## src/rtl/dwg_cell.sv

```systemverilog
// One stage of a variable-length delay chain: loads the line input when it is
// the entry point, otherwise takes its neighbor's word. No package needed.
module dwg_cell #(
  parameter int W = 16
) (
  input  logic         clk_i,
  input  logic         en_i,
  input  logic         load_i,
  input  logic [W-1:0] line_i,
  input  logic [W-1:0] prev_i,
  output logic [W-1:0] q_o
);

  logic [W-1:0] data_q;
  logic [W-1:0] data_d;

  assign data_d = load_i ? line_i : prev_i;

  always_ff @(posedge clk_i) begin
    if (en_i) begin
      data_q <= data_d;
    end
  end

  assign q_o = data_q;

endmodule

```

## src/rtl/dwg_line.sv

```systemverilog
// Row delay built from a chain of dwg_cell stages; the entry stage sets the length.
// Depends on dwg_cell.
module dwg_line #(
  parameter int W     = 16,
  parameter int DEPTH = 128,
  parameter int SEL_W = 9
) (
  input  logic             clk_i,
  input  logic             en_i,
  input  logic [SEL_W-1:0] start_i,
  input  logic [W-1:0]     line_i,
  output logic [W-1:0]     line_o
);

  logic [W-1:0] tap [DEPTH];

  for (genvar k = 0; k < DEPTH; k++) begin : g_cell
    logic [W-1:0] prev;
    if (k == 0) begin : g_head
      assign prev = line_i;
    end else begin : g_body
      assign prev = tap[k-1];
    end

    dwg_cell #(
      .W(W)
    ) u_cell (
      .clk_i (clk_i),
      .en_i  (en_i),
      .load_i(start_i == SEL_W'(k)),
      .line_i(line_i),
      .prev_i(prev),
      .q_o   (tap[k])
    );
  end

  // Last stage is the fixed output tap
  assign line_o = tap[DEPTH-1];

endmodule

```

## config.mk

```make
export PLATFORM = sky130hd
export DESIGN_NAME = dwg_line
export DESIGN_NICKNAME = d
export VERILOG_FILES = /design/src/rtl/dwg_cell.sv /design/src/rtl/dwg_line.sv
export SDC_FILE = /design/constraint.sdc
export NUM_CORES = 2
export LEC_CHECK = 0
export ABC_AREA = 1
export BUFFER_PORTS_ARGS = -buffer_cell sky130_fd_sc_hd__buf_2
export CELL_PAD_IN_SITES_DETAIL_PLACEMENT = 1
export CELL_PAD_IN_SITES_GLOBAL_PLACEMENT = 2
export CORE_ASPECT_RATIO = 1.2
export CORE_MARGIN = 3
export CORE_UTILIZATION = 35
export DETAILED_ROUTE_END_ITERATION = 10
export PLACE_DENSITY_LB_ADDON = 0.15
export SLEW_MARGIN = 20
export SYNTH_ARGS = -nofsm -noshare
export SYNTH_HDL_FRONTEND = slang
export SYNTH_SLANG_ARGS = --single-unit
```

## constraint.sdc

```tcl
create_clock -name clk_i -period 4.8 [get_ports clk_i]
set_input_delay 0.72 -clock clk_i [delete_from_list [all_inputs] [get_ports clk_i]]
set_output_delay 0.72 -clock clk_i [all_outputs]
set_load 0.01 [all_outputs]
```

-- Word-level counts from Yosys, hierarchy flattened
Index checks and enable logic that the tools add are counted.
- logic and storage cells: 382
- input bits: 27
- register bits after elaboration: 2048
- output and inout port bits: 16
- eq/ne operators: 127
- muxes and demuxes: 127
- operator list (operator ; count):
    16-bit two-way mux ; 127
    9-bit by 7-bit == test with 1-bit output (second input constant) ; 64
    9-bit by 6-bit == test with 1-bit output (second input constant) ; 32
    9-bit by 5-bit == test with 1-bit output (second input constant) ; 16
    9-bit by 4-bit == test with 1-bit output (second input constant) ; 8
    9-bit by 3-bit == test with 1-bit output (second input constant) ; 4
    9-bit by 2-bit == test with 1-bit output (second input constant) ; 2
    9-bit by 1-bit == test with 1-bit output (second input constant) ; 1

-- Logic depth before layout (Yosys ltp)
- depth after elaboration: 2
- depth in mapped cells: 10
- mapped depth without buffers: 7

-- Cells and area by module
A second synthesis with hierarchy kept.
- cells, all modules: 8905
- area total of the unflattened synthesis: 93544.7 um^2
- by module, submodules not included (module ; area an instance (um^2) ; sequential area each (um^2) ; cells each ; instances):
    dwg_cell ; 724.4 ; 480.5 ; 68 ; 128
    dwg_line ; 815.8 ; 0.0 ; 201 ; 1

-- Worst setup path before layout
Ideal clock, no wire load.
- path type: in2reg
- from: input port start_i[8]
- to: register g_cell[75].u_cell.data_q[10] (data pin)
- setup time: 0.253 ns
- required time: 4.547 ns
- arrival time: 1.984 ns
- cell stages on the path: 9
- path buffers: 3
- slack: 2.563 ns
- cell sequence: buf_4 > clkinv_1 > nand2_1 > nor2_1 > buf_2 > nand2_1 > buf_2 > nand2_1 > nand2_1
- word-level cells in the longest chain between the ends: 2
- RTL lines (element ; RTL line ; RTL):
    start: declaration ; dwg_line.sv:10 ; input logic [SEL_W-1:0] start_i,
    9-bit by 7-bit == test with 1-bit output ; dwg_line.sv:30 ; .load_i(start_i == SEL_W'(k)),
    16-bit two-way mux ; dwg_cell.sv:17 ; assign data_d = load_i ? line_i : prev_i;
    via g_cell[75].u_cell.data_d[10] ; dwg_cell.sv:15 ; logic [W-1:0] data_d;
    end signal: assignment ; dwg_cell.sv:21 ; data_q <= data_d;
    end: declaration ; dwg_cell.sv:14 ; logic [W-1:0] data_q;
The timed path passes the listed nets, and every way through them passes these cells.
A chain may end at the register's enable or synchronous reset.

-- Worst setup path in the final report
- from: input port start_i[7]
- to: register g_cell[2].u_cell.data_q[1] (data pin)
- word-level cells in the longest chain between the ends: 2
- RTL lines (element ; RTL line):
    9-bit by 2-bit == test with 1-bit output ; dwg_line.sv:30
    16-bit two-way mux ; dwg_cell.sv:17
    via g_cell[2].u_cell.data_d[1] ; dwg_cell.sv:15
    end signal: assignment ; dwg_cell.sv:21
    end: declaration ; dwg_cell.sv:14
The timed path passes the listed nets, and every way through them passes these cells.

==> impl_results.md <==
- Sink Count: 2048
- Crit end category: flop
- DR vias: 63500
- Yosys warning count: 0
- Clock Path Buffers: 4
- Worst-margin pin slew: 1150 ps
- Internal power: 31.4 mW
- GR Layer Usage met1: 0.296
- Mapped cell area: 89800 um^2
- Resized cells post-CTS: 0
- Clock transition at path regs: 60 ps
- Final Cycle Share: 0.634
- Die ar.: 263000 um^2
- Synth cell types: 15
- CTS tree: done
- Initial Utilization: 0.352
- Initial antenna violation count: 15
- Routed WL: 291 mm
- Vias in the first global route: 66700
- Total setup buffers inserted after CTS: 0
- Largest net degree at the start of global routing: 154
- # nets final: 8946
- Drt first pass iters: 5
- Yosys reg bits: 2048
- Max FFs per register: 2048
- GR Util met2: 0.371
- Row cnt: 203
- Post-synthesis cell count: 9103
- Largest cells by area after synthesis: edfxtp_1, nand2_1, nand3_1
- IO Count: 43
- Layout area overhead: 12.7%
- Residual DRC count: 0
- Post-route ant nets: 0
- Layout cells sized above 1: 0.0695
- Top cell type's share of synthesized area: 0.685
- Clock network power share: 0.426
- Clock latency on the worst-skew pair: 880 ps
- Final slew viol count: 0
- Top Usage Layer GRT: met2
- CP Class: in -> reg
- DP HPWL: 174 mm
- Unrepaired setup endpoints after global routing: false
- Seq/Total Area, Yosys: 0.685
- Max-cap check violation count: 0
- Die Width: 468 um
- Htree depth: 4
- Leading area contributor after synthesis: edfxtp_1
- Placement Setup Slack: 863 ps
- VDD IR max: 280 uV
- Status: complete, no violations
- Reg2reg path depth: 2
- Slew HR: 0.233
- Die Y: 561 um
- Worst Skew: 39.3 ps
- Final setup viols: 0
- Hold Slack: 317 ps
- Flop pwr share: 0.520
- Final hold violations: 0
- Placement Cell Area: 93900 um^2
- Mean area per synthesized cell: 9.86 um^2
- Congestion Overflow GR: 0
- Path type of the worst min-delay path: in -> reg
- Req. time, crit path: 5540 ps
- Root Buffer: clkbuf_16
- Fin area: 101000 um^2
- Net Sw Frac: 0.231
- Pwr/cell area: 403 nW/um^2
- Crit start category: input port
- Core area: 255000 um^2
- Crit path max fanout: 24
- WL/cell: 23.3 um
- Vias per inst: 5.08
- First-pass GRT wire length: 438 mm
- Leakage: 41.8 nW
- Number of buffers created by CTS: 229
- Global Route met3 Usage: 0.0287
- First DRT Iteration DRCs: 4795
- Setup ws final: 1760 ps
- IO Port Bufs: 42
- Logic gate share of total power: 0.054
- Fin util: 0.397
- Final setup TNS: 0 ps
- P_sw: 9.40 mW
- Max Clock Freq: 328 MHz
- Tmin final: 3040 ps
- Syn nets: 9130
- Worst EP arrival: 3780 ps
- Hold-fix buffers, CTS: 0
- Hold-critical path depth: 1
- Aggregate global-route resource usage: 0.219
- Final GP Congestion: 0.820
-- kinds of logic (layout without fill, tap and decap cells) --
group | count (synthesis) | after routing | share of synthesized area
AOI/OAI and AO/OA | 112 | 112 | 0.00624
buffers and inverters | 685 | 685 | 0.0321
DFF | 2048 | 2048 | 0.685
other | 0 | 6 | 0
and+or+nand+nor | 6258 | 6258 | 0.277
-- per-stage QoR --
step,std cells,total power [mW]
2_1_floorplan,9103,22.5
3_3_place_gp,12100,23.8
3_5_place_dp,12100,23.8
4_1_cts,12500,41.3
5_1_grt,12500,42.3
6_report,12500,40.7
-- power groups by stage --
stage | registers [mW] | clock network [mW] | logic (mW)
6_report | 21.2 | 17.3 | 2.22
5_1_grt | 21.3 | 18.5 | 2.47
4_1_cts | 21.2 | 17.9 | 2.26
3_5_place_dp | 21.6 | 0 | 2.25
3_3_place_gp | 21.6 | 0 | 2.20
2_1_floorplan | 21.4 | 0 | 1.05
-- critical path: stages --
cell	delay, ps
buf_2	160
nor2_1	60
buf_4	160
nand2_1	60
buf_4	320
clkinv_1	920
nand3_1	1060
nand2_1	110
nand2_1	110
-- placed cells by master (no fill, tap or decap) --
master,synthesis,layout
nor2_4,3,29
buf_12,0,44
clkinv_1,1,53
nand2_1,5151,5150
buf_4,10,163
clkbuf_8,0,16
buf_2,218,25
o21ai_0,112,112
nor2_1,94,47
nand3_1,949,946
inv_1,21,19
bufinv_16,0,22
nand3_4,0,1
inv_2,0,1
nor2_2,12,33
inv_6,0,4
nand2_2,1,2
clkbuf_1,400,47
clkinvlp_4,0,3
nand3_2,0,2
clkinv_2,0,53
clkbuf_16,0,233
edfxtp_1,2048,2048
clkinv_4,0,2
nand4_1,48,48
diode_2,0,6
-- metal layers --
layer / wire, um / vias up
li1: - / 29800
met2: 142000 / 1188
met3: 12700 / 372
met5: 13 / -
met1: 129000 / 32200
met4: 7420 / 2
-- final timing paths --
| kind | startpoint | slack [ps] | endpoint |
|---|---|---|---|
| max | start_i[7] | 1760 | g_cell[2].u_cell.q_o[1] |
| min reg2reg | g_cell[107].u_cell.q_o[4] | 490 | g_cell[108].u_cell.q_o[4] |
| max reg2reg | g_cell[85].u_cell.q_o[1] | 3780 | g_cell[86].u_cell.q_o[1] |
| min | line_i[9] | 320 | g_cell[0].u_cell.q_o[9] |
-- area by class of cell --
| type | count | area, um^2 |
|---|---|---|
| fill | 28300 | 154000 |
| sequential | 2048 | 61500 |
| multi-input combinational | 6370 | 25700 |
| clock buffer | 280 | 6010 |
| tap | 3382 | 4230 |
| timing repair buffer | 248 | 2450 |
| clock inverter | 135 | 1190 |
| inverter | 22 | 87.6 |
| antenna | 6 | 15.0 |
-- cells in the mapped netlist, drive strengths merged --
library cell  instances
nand4                48
inv                  21
nand2              5152
edfxtp             2048
o21ai               112
clkinv                1
buf                 263
clkbuf              400
nor2                109
nand3               949
Power figures use the tool's default switching activity.
